`src/hdl/periodic_task_slot_scheduler_defines.svh`:
```
// ---------------------------------------------------------------------------
// periodic task slot scheduler: assertion macros
// shared checks written as clocked implications with reset disable
// ---------------------------------------------------------------------------
`ifndef PERIODIC_TASK_SLOT_SCHEDULER_DEFINES_SVH
`define PERIODIC_TASK_SLOT_SCHEDULER_DEFINES_SVH

// same-cycle implication, disabled while reset is low
`define PTSS_ASSERT_IMPL(label, clk, rst_n, ante, cons) \
  label: assert property (@(posedge clk) disable iff (!rst_n) (ante) |-> (cons)) \
    else $error("ptss assertion failed");

// next-cycle implication, disabled while reset is low
`define PTSS_ASSERT_NEXT(label, clk, rst_n, ante, cons) \
  label: assert property (@(posedge clk) disable iff (!rst_n) (ante) |=> (cons)) \
    else $error("ptss assertion failed");

`endif

```
`src/hdl/ptss_pkg.sv`:
```
// ---------------------------------------------------------------------------
// ptss_pkg
// request and status codes of the periodic task slot scheduler
// ---------------------------------------------------------------------------
`default_nettype none

package ptss_pkg;

  // request codes carried by in_req_type
  typedef enum logic [2:0] {
    REQ_TICK     = 3'd0,
    REQ_ADD      = 3'd1,
    REQ_DELETE   = 3'd2,
    REQ_DISPATCH = 3'd3,
    REQ_QUERY    = 3'd4
  } req_t;

  // status codes carried by out_status
  typedef enum logic [1:0] {
    STAT_OK    = 2'd0,
    STAT_FULL  = 2'd1,
    STAT_EMPTY = 2'd2,
    STAT_BAD   = 2'd3
  } status_t;

endpackage

`default_nettype wire

```
`src/hdl/ptss_ram.sv`:
```
// ---------------------------------------------------------------------------
// ptss_ram
// generic simple dual-port ram, one write and one registered read port
// ---------------------------------------------------------------------------
`default_nettype none

module ptss_ram #(
  parameter int WIDTH = 40,
  parameter int DEPTH = 8,
  localparam int AW = (DEPTH > 1) ? $clog2(DEPTH) : 1
) (
  input  wire logic             clk,
  input  wire logic             wr_en,
  input  wire logic [AW-1:0]    wr_addr,
  input  wire logic [WIDTH-1:0] wr_data,
  input  wire logic             rd_en,
  input  wire logic [AW-1:0]    rd_addr,
  output logic      [WIDTH-1:0] rd_data
);

  logic [WIDTH-1:0] mem [DEPTH];

  // write port
  always_ff @(posedge clk) begin
    if (wr_en) begin
      mem[wr_addr] <= wr_data;
    end
  end

  // registered read port
  always_ff @(posedge clk) begin
    if (rd_en) begin
      rd_data <= mem[rd_addr];
    end
  end

endmodule

`default_nettype wire

```
`src/hdl/periodic_task_slot_scheduler.sv`:
```
// ---------------------------------------------------------------------------
// periodic_task_slot_scheduler
// table of periodic task slots with tick, add, delete, dispatch and query
// ---------------------------------------------------------------------------
// A request is transferred on a rising edge with start high and busy low.
// Results come back on the out_ ports, each valid for one cycle while
// out_strobe is high; out_last marks the final result of a request.
// Add, delete, query and unknown requests give one result in the cycle
// after the transfer and leave busy low, so such a request can be taken
// every cycle.
// Tick and dispatch walk the slot memory one slot a cycle through its
// single read port, with each slot handled in the cycle after its read (a
// tick writes it back); busy stays high for the whole walk. The tick result
// comes once the last slot is handled; dispatch gives one result per
// pending slot, in slot order. A dispatch with nothing pending answers in
// the next cycle.
// Handles, counters and periods live in the memory; valid and pending
// marks are flip-flops. Reset clears the marks at once, so there is no
// clearing pass and a request can be taken in the first cycle after reset.
// The receiver cannot stall: every result is shown for exactly one cycle.
// ---------------------------------------------------------------------------
`default_nettype none

`include "periodic_task_slot_scheduler_defines.svh"

module periodic_task_slot_scheduler
  import ptss_pkg::*;
#(
  parameter int NUM_SLOTS  = 8,
  parameter int COUNT_BITS = 16
) (
  input  wire logic        clk,
  input  wire logic        rst_n,
  input  wire logic        start,
  output logic             busy,
  input  wire logic [2:0]  in_req_type,
  input  wire logic [7:0]  in_task_handle,
  input  wire logic [15:0] in_first_delay,
  input  wire logic [15:0] in_reload_period,
  input  wire logic [3:0]  in_slot_index,
  output logic             out_strobe,
  output logic [3:0]       out_slot_number,
  output logic [1:0]       out_status,
  output logic [7:0]       out_handle_out,
  output logic             out_pending_out,
  output logic             out_last
);

  localparam int IDX_W = (NUM_SLOTS > 1) ? $clog2(NUM_SLOTS) : 1;
  localparam int CNT_W = $clog2(NUM_SLOTS + 1);
  localparam int ENT_W = 8 + 2 * COUNT_BITS;
  localparam logic [3:0]       SLOT_NONE = 4'(NUM_SLOTS);
  localparam logic [IDX_W-1:0] LAST_IDX  = IDX_W'(NUM_SLOTS - 1);

  typedef enum logic [2:0] {
    ST_IDLE = 3'b001,
    ST_TICK = 3'b010,
    ST_DISP = 3'b100
  } state_t;

  state_t state_r, state_nxt;

  logic [NUM_SLOTS-1:0] valid_r, valid_nxt;
  logic [NUM_SLOTS-1:0] pending_r, pending_nxt;
  logic [CNT_W-1:0]     iss_cnt_r, iss_cnt_nxt;
  logic                 wb_vld_r, wb_vld_nxt;
  logic [IDX_W-1:0]     wb_idx_r, wb_idx_nxt;

  logic                 strobe_r, strobe_nxt;
  logic [3:0]           slot_r, slot_nxt;
  logic [1:0]           status_r, status_nxt;
  logic [7:0]           handle_r, handle_nxt;
  logic                 pend_r, pend_nxt;
  logic                 last_r, last_nxt;

  // memory ports
  logic                 wr_en;
  logic [IDX_W-1:0]     wr_addr;
  logic [ENT_W-1:0]     wr_data;
  logic                 rd_en;
  logic [IDX_W-1:0]     rd_addr;
  logic [ENT_W-1:0]     rd_data;

  logic                 accept;
  logic                 free_found;
  logic [IDX_W-1:0]     free_idx;
  logic                 idx_bad;
  logic [IDX_W-1:0]     idx_lo;
  logic [31:0]          delay_ext;
  logic [31:0]          period_ext;
  logic [COUNT_BITS-1:0] ent_cnt;
  logic [COUNT_BITS-1:0] ent_rel;
  logic [7:0]           ent_handle;
  logic [COUNT_BITS-1:0] cnt_dec;
  logic [NUM_SLOTS-1:0] pend_rest;

  assign busy   = (state_r != ST_IDLE);
  assign accept = start && !busy;

  assign idx_bad    = ({1'b0, in_slot_index} >= 5'(NUM_SLOTS));
  assign idx_lo     = in_slot_index[IDX_W-1:0];
  assign delay_ext  = {16'd0, in_first_delay};
  assign period_ext = {16'd0, in_reload_period};

  // fields of the entry read back from memory
  assign ent_handle = rd_data[ENT_W-1 -: 8];
  assign ent_cnt    = rd_data[2*COUNT_BITS-1 -: COUNT_BITS];
  assign ent_rel    = rd_data[COUNT_BITS-1:0];
  assign cnt_dec    = (ent_cnt != '0) ? ent_cnt - COUNT_BITS'(1) : ent_cnt;
  assign pend_rest  = pending_r & ~(NUM_SLOTS'(1) << wb_idx_r);

  // lowest free slot
  always_comb begin
    free_found = 1'b0;
    free_idx   = '0;
    for (int i = NUM_SLOTS - 1; i >= 0; i--) begin
      if (!valid_r[i]) begin
        free_found = 1'b1;
        free_idx   = IDX_W'(i);
      end
    end
  end

  // request decode, slot walk and result generation
  always_comb begin
    state_nxt   = state_r;
    valid_nxt   = valid_r;
    pending_nxt = pending_r;
    iss_cnt_nxt = iss_cnt_r;
    wb_vld_nxt  = 1'b0;
    wb_idx_nxt  = wb_idx_r;
    strobe_nxt  = 1'b0;
    slot_nxt    = SLOT_NONE;
    status_nxt  = STAT_OK;
    handle_nxt  = '0;
    pend_nxt    = 1'b0;
    last_nxt    = 1'b1;
    wr_en       = 1'b0;
    wr_addr     = wb_idx_r;
    wr_data     = '0;
    rd_en       = 1'b0;
    rd_addr     = iss_cnt_r[IDX_W-1:0];

    unique case (state_r)
      ST_IDLE: begin
        iss_cnt_nxt = '0;
        if (accept) begin
          strobe_nxt = 1'b1;
          unique case (req_t'(in_req_type))
            REQ_TICK: begin
              strobe_nxt = 1'b0;
              state_nxt  = ST_TICK;
            end
            REQ_ADD: begin
              if (free_found) begin
                valid_nxt[free_idx]   = 1'b1;
                pending_nxt[free_idx] = 1'b0;
                wr_en    = 1'b1;
                wr_addr  = free_idx;
                wr_data  = {in_task_handle, delay_ext[COUNT_BITS-1:0],
                            period_ext[COUNT_BITS-1:0]};
                slot_nxt = 4'(free_idx);
              end else begin
                status_nxt = STAT_FULL;
              end
            end
            REQ_DELETE: begin
              if (idx_bad) begin
                status_nxt = STAT_BAD;
              end else begin
                valid_nxt[idx_lo]   = 1'b0;
                pending_nxt[idx_lo] = 1'b0;
                slot_nxt = in_slot_index;
              end
            end
            REQ_DISPATCH: begin
              if (pending_r == '0) begin
                status_nxt = STAT_EMPTY;
              end else begin
                strobe_nxt = 1'b0;
                state_nxt  = ST_DISP;
              end
            end
            REQ_QUERY: begin
              if (idx_bad) begin
                status_nxt = STAT_BAD;
              end else begin
                slot_nxt = in_slot_index;
                pend_nxt = pending_r[idx_lo];
              end
            end
            default: begin
              // unknown request: tick-like result, no change
            end
          endcase
        end
      end

      ST_TICK: begin
        // issue the next read
        if (iss_cnt_r < CNT_W'(NUM_SLOTS)) begin
          rd_en       = 1'b1;
          wb_vld_nxt  = 1'b1;
          wb_idx_nxt  = iss_cnt_r[IDX_W-1:0];
          iss_cnt_nxt = iss_cnt_r + CNT_W'(1);
        end
        // count down and reload the slot read last cycle
        if (wb_vld_r) begin
          if (valid_r[wb_idx_r]) begin
            wr_en = 1'b1;
            if (cnt_dec == '0) begin
              pending_nxt[wb_idx_r] = 1'b1;
              wr_data = {ent_handle, ent_rel, ent_rel};
            end else begin
              wr_data = {ent_handle, cnt_dec, ent_rel};
            end
          end
          if (wb_idx_r == LAST_IDX) begin
            strobe_nxt = 1'b1;
            state_nxt  = ST_IDLE;
          end
        end
      end

      ST_DISP: begin
        if (iss_cnt_r < CNT_W'(NUM_SLOTS)) begin
          rd_en       = 1'b1;
          wb_vld_nxt  = 1'b1;
          wb_idx_nxt  = iss_cnt_r[IDX_W-1:0];
          iss_cnt_nxt = iss_cnt_r + CNT_W'(1);
        end
        // report a pending slot and clear its flag
        if (wb_vld_r) begin
          if (pending_r[wb_idx_r]) begin
            pending_nxt[wb_idx_r] = 1'b0;
            strobe_nxt = 1'b1;
            slot_nxt   = 4'(wb_idx_r);
            handle_nxt = ent_handle;
            last_nxt   = (pend_rest == '0);
          end
          if (wb_idx_r == LAST_IDX) begin
            state_nxt = ST_IDLE;
          end
        end
      end

      default: begin
        state_nxt = ST_IDLE;
      end
    endcase
  end

  // control registers
  always_ff @(posedge clk) begin
    if (!rst_n) begin
      state_r   <= ST_IDLE;
      valid_r   <= '0;
      pending_r <= '0;
      iss_cnt_r <= '0;
      wb_vld_r  <= 1'b0;
      strobe_r  <= 1'b0;
    end else begin
      state_r   <= state_nxt;
      valid_r   <= valid_nxt;
      pending_r <= pending_nxt;
      iss_cnt_r <= iss_cnt_nxt;
      wb_vld_r  <= wb_vld_nxt;
      strobe_r  <= strobe_nxt;
    end
  end

  // result payload and walk index
  always_ff @(posedge clk) begin
    wb_idx_r <= wb_idx_nxt;
    slot_r   <= slot_nxt;
    status_r <= status_nxt;
    handle_r <= handle_nxt;
    pend_r   <= pend_nxt;
    last_r   <= last_nxt;
  end

  // slot memory: handle, counter and reload period
  ptss_ram #(
    .WIDTH (ENT_W),
    .DEPTH (NUM_SLOTS)
  ) u_slot_ram (
    .clk     (clk),
    .wr_en   (wr_en),
    .wr_addr (wr_addr),
    .wr_data (wr_data),
    .rd_en   (rd_en),
    .rd_addr (rd_addr),
    .rd_data (rd_data)
  );

  assign out_strobe      = strobe_r;
  assign out_slot_number = slot_r;
  assign out_status      = status_r;
  assign out_handle_out  = handle_r;
  assign out_pending_out = pend_r;
  assign out_last        = last_r;

  // a free slot never holds a pending flag
  `PTSS_ASSERT_IMPL(a_pend_valid, clk, rst_n, 1'b1, (pending_r & ~valid_r) == '0)
  // a tick transfer always starts a walk
  `PTSS_ASSERT_NEXT(a_tick_busy, clk, rst_n,
                    accept && (in_req_type == REQ_TICK), state_r == ST_TICK)
  // a nothing-pending answer means no flag is set
  `PTSS_ASSERT_IMPL(a_empty_none, clk, rst_n,
                    strobe_r && (status_r == STAT_EMPTY), pending_r == '0)
  // results that are not last only come out of a dispatch walk
  `PTSS_ASSERT_IMPL(a_notlast_disp, clk, rst_n, strobe_r && !last_r, state_r == ST_DISP)

endmodule

`default_nettype wire

```
`config.mk`:
```
export PLATFORM = sky130hd
export DESIGN_NAME = periodic_task_slot_scheduler
export DESIGN_NICKNAME = d
export VERILOG_FILES = /design/src/hdl/ptss_pkg.sv /design/src/hdl/ptss_ram.sv /design/src/hdl/periodic_task_slot_scheduler.sv
export VERILOG_INCLUDE_DIRS = /design/src /design/src/hdl
export SDC_FILE = /design/constraint.sdc
export NUM_CORES = 1
export LEC_CHECK = 0
export BUFFER_PORTS_ARGS = -buffer_cell sky130_fd_sc_hd__buf_2
export CORE_UTILIZATION = 50
export CTS_CLUSTER_DIAMETER = 80
export DETAILED_ROUTE_END_ITERATION = 10
export GPL_TIMING_DRIVEN = 0
export PLACE_DENSITY = 0.67
export SYNTH_ARGS = -nofsm -noshare
export SYNTH_HDL_FRONTEND = slang
export SYNTH_SLANG_ARGS = --single-unit
```
`constraint.sdc`:
```
create_clock -name clk -period 5.9 [get_ports clk]
set_input_delay 0.885 -clock clk [delete_from_list [all_inputs] [get_ports clk]]
set_output_delay 0.885 -clock clk [all_outputs]
set_load 0.02 [all_outputs]
```
==> summary.md <==
| Metric | Value |
|---|---|
| Final TNS setup | `0 ns` |
| Layout area overhead | `15.0%` |
| TritonRoute pass-1 iters | `5` |
| Net Sw Frac | `20.3%` |
| Resize count post-CTS | `0` |
| RSZ-0062 raised after global routing | `no` |
| Combinational power share | `around 2.2%` |
| Most used DFF post-synth | `edfxtp_1` |
| Final ANT Viol Nets | `0` |
| Core area | `0.0329 mm^2` |
| Post-synth EDFFs | `between 300 and 400` |
| Starting Density | `51.3%` |
| Int Power | `4.48 mW` |
| Clock tree root buffer cell | `clkbuf_16` |
| Top Usage Layer GRT | `met2` |
| Sequential area share after synthesis | `69.6%` |
| Max cap viols | `0` |
| Final min period | `4.28 ns` |
| Final global-route overflow total | `0` |
| Synth Warn # | `0` |
| CTS hold repair buffers | `0` |
| Clk_lat worst skew | `0.55 ns` |
| Period utilization | `72.5%` |
| Min Hold Slack | `about 0.42 ns` |
| Reg clk slew, reported paths | `0.06 ns` |
| Overall power | `roughly 5.6 mW` |
| Post-Syn Area | `0.0169 mm^2` |
| Via count | `9,684` |
| Top-Level Pins | `68` |
| WP data required | `6.14 ns` |
| Fin nets | `1,171` |
| Syn Nets | `1,036` |
| Clock sinks | `between 400 and 500` |
| First-pass GRT wire length | `59,000 um` |
| M2 GR Usage | `between 30% and 40%` |
| Worst hold path class | `register to register` |
| GRT Overall Usage | `roughly a quarter` |
| Drt total wl | `38,900 um` |
| Die Ht | `186 um` |
| Max-slew violation count | `0` |
| Die X-Extent | `186 um` |
| Slew headroom | `23.6%` |
| Setup bufs post-CTS | `0` |
| CTS tree | `done` |
| H-tree lvl count | `2` |
| Port buffer count | `65` |
| Largest net degree at the start of global routing | `25` |
| Final clock skew | `0.0213 ns` |
| Synthesized instance count | `983` |
| Critical path type | `register to register` |
| Clock share of power | `42.5%` |
| VDD IR max | `0.000231 V` |
| Initial antenna violation count | `0` |
| Lkg Pwr | `about 6 nW` |
| Cell taking the most area after synthesis | `edfxtp_1` |
| Arrival time worst endpoint | `4.52 ns` |
| CTS Buf Count | `41` |
| DR WL/cell | `24.5 um` |
| Core Rows | `66` |
| Final setup violation count | `0` |
| Die area | `0.0344 mm^2` |
| Status | `complete, no violations` |
| Dpl hpwl | `25,900 um` |
| Pwr dens | `a little under 300 mW/mm^2` |
| Final hold viol count | `0` |
| M1 GR Usage | `34.3%` |
| Synth async-reset ratio | `0%` |
| Ratio of cells with drive above 1 in the final layout | `between 20% and 30%` |
| Cell variety after synth | `a little under 70` |
| Drc violations | `0` |
| Psw | `1.14 mW` |
| DR iter-0 viols | `1,013` |
| Crit path max fanout | `10` |
| Design area | `0.0194 mm^2` |
| Placed cell area | `~0.018 mm^2` |
| DR vias/cell | `6.08` |
| Flop and latch count out of synthesis | `404` |
| Vias in the first global route | `9,643` |
| GP Congestion | `0.881` |
| CP Capture Type | `register` |
| FMAX | `234 MHz` |
| Syn_area_per_cell | `about 17 um^2` |
| Synth top area share | `about two thirds` |
| Worst slew pin tran | `1.14 ns` |
| Maximum clock insertion buffer count | `3` |
| Ant. Diodes | `0` |
| Top cells by area, synth | `edfxtp_1, mux4_2, dfxtp_1, mux2_2, nand2_1` |
| Startpoint types | `register` |
| Flop pwr share | `55.3%` |
| Met3 Use GR | `under 10%` |
==> cells in the mapped netlist, types with 3 or more instances <==
cell type / n
xor2_1: 4
or4_1: 3
nand2_1: 70
nand3_1: 14
inv_1: 11
a221oi_1: 3
nor2_1: 39
or3_1: 3
nor3_1: 15
a32o_1: 8
mux4_2: 86
clkbuf_1: 43
nor4_1: 7
and3_1: 5
nor3b_1: 6
xnor2_1: 5
o41ai_2: 5
dfxtp_1: 41
nand4_1: 5
o221ai_1: 4
o311ai_0: 8
a22o_1: 18
a22oi_1: 16
and2_1: 10
mux2_2: 43
o21ai_1: 18
o21ai_0: 14
o41ai_1: 3
nor2b_1: 12
ha_1: 3
o31ai_1: 5
mux2i_1: 5
edfxtp_1: 363
nand2b_1: 9
a21oi_1: 18
buf_1: 10
or2_2: 4
==> worst max-delay path, cell delays in order, from the launching register on <==
cell	delay, ns
edfxtp_1	0.32
clkbuf_1	0.39
mux4_2	0.32
mux2i_1	0.12
nor4b_2	0.99
a22oi_1	0.41
nor3_2	0.69
buf_8	0.24
buf_8	0.16
buf_8	0.16
buf_8	0.15
==> layout make-up <==
| cell class | instances | area, um^2 |
|---|---|---|
| Inverter | 12 | 45.0 |
| Sequential cell | 404 | 11700 |
| Fill cell | 2525 | 13500 |
| Tap cell | 442 | 553 |
| Buffer | 57 | 234 |
| Timing Repair Buffer | 92 | 717 |
| Clock buffer | 54 | 1070 |
| Multi-Input combinational cell | 510 | 4900 |
| Clock inverter | 21 | 139 |
==> final timing paths <==
path / depth (start not counted) / start / slack (ns) / to
setup / recovery: 10 / wb_idx_r[0] / 1.62 / u_slot_ram.mem[2][26]
hold / removal: 0 / iss_cnt_r[2] / 0.42 / wb_idx_r[2]
setup reg to reg: 10 / wb_idx_r[0] / 1.62 / u_slot_ram.mem[2][26]
hold reg to reg: 0 / iss_cnt_r[2] / 0.42 / wb_idx_r[2]
==> power by group through the flow <==
stage / combinational [mW] / clock [mW] / sequential, mW
after floorplan: 0.0689 / 0 / 3.17
after global placement: 0.120 / 0 / 3.16
after detailed placement: 0.125 / 0 / 3.16
after CTS: 0.126 / 2.42 / 3.10
after global routing: 0.137 / 2.53 / 3.10
final: 0.126 / 2.38 / 3.10
==> sequential cells by signal, summed over array words and instances, names as in the netlist, 3 cells and up <==
| register | count |
|---|---|
| u_slot_ram.mem | 320 |
| state_r | 3 |
| out_slot_number | 4 |
| pending_r | 8 |
| out_handle_out | 8 |
| iss_cnt_r | 4 |
| valid_r | 8 |
| wb_idx_r | 3 |
| u_slot_ram.rd_data | 40 |
==> per-stage QoR <==
step	setup slack, ns	utilization (%)	std cells
2_1_floorplan	0.479	-	983
3_3_place_gp	-3.43	53.9	1490
3_5_place_dp	1.40	55.3	1517
4_1_cts	1.62	59.0	1592
5_1_grt	1.39	59.0	1592
6_report	1.62	59.0	1592
==> metal layers <==
| metal | share of wire, % | wire, um |
|---|---|---|
| met5 | 0 | 0 |
| met4 | 2.3 | 899 |
| met3 | 6.8 | 2660 |
| met2 | 47 | 18500 |
| met1 | 43 | 16900 |
==> cell usage in the layout (no fill, tap or decap), drive strengths merged, types with 14 or more instances in the layout <==
cell | Yosys | final
nor3 | 15 | 15
o21ai | 32 | 32
clkbuf | 43 | 97
inv | 11 | 14
dfxtp | 41 | 41
nand2 | 70 | 70
clkinv | 1 | 17
mux4 | 86 | 86
a22o | 18 | 18
edfxtp | 363 | 363
nor2 | 39 | 39
buf | 14 | 106
a22oi | 16 | 16
mux2 | 43 | 43
nand3 | 14 | 14
a21oi | 18 | 18
==> logic make-up (layout without fill, tap and decap cells) <==
logic type	count (synthesis)	count (layout)	share of synthesized area, %
and+or+nand+nor	225	225	7.24
xor gates and xnor gates	9	9	0.468
buffers and inverters	69	236	1.66
muxes	134	134	14.7
DFF	404	404	69.6
AOI/OAI and AO/OA	139	139	6.20
adders and majority gates	3	3	0.223
(Power assumes the default switching activity.)
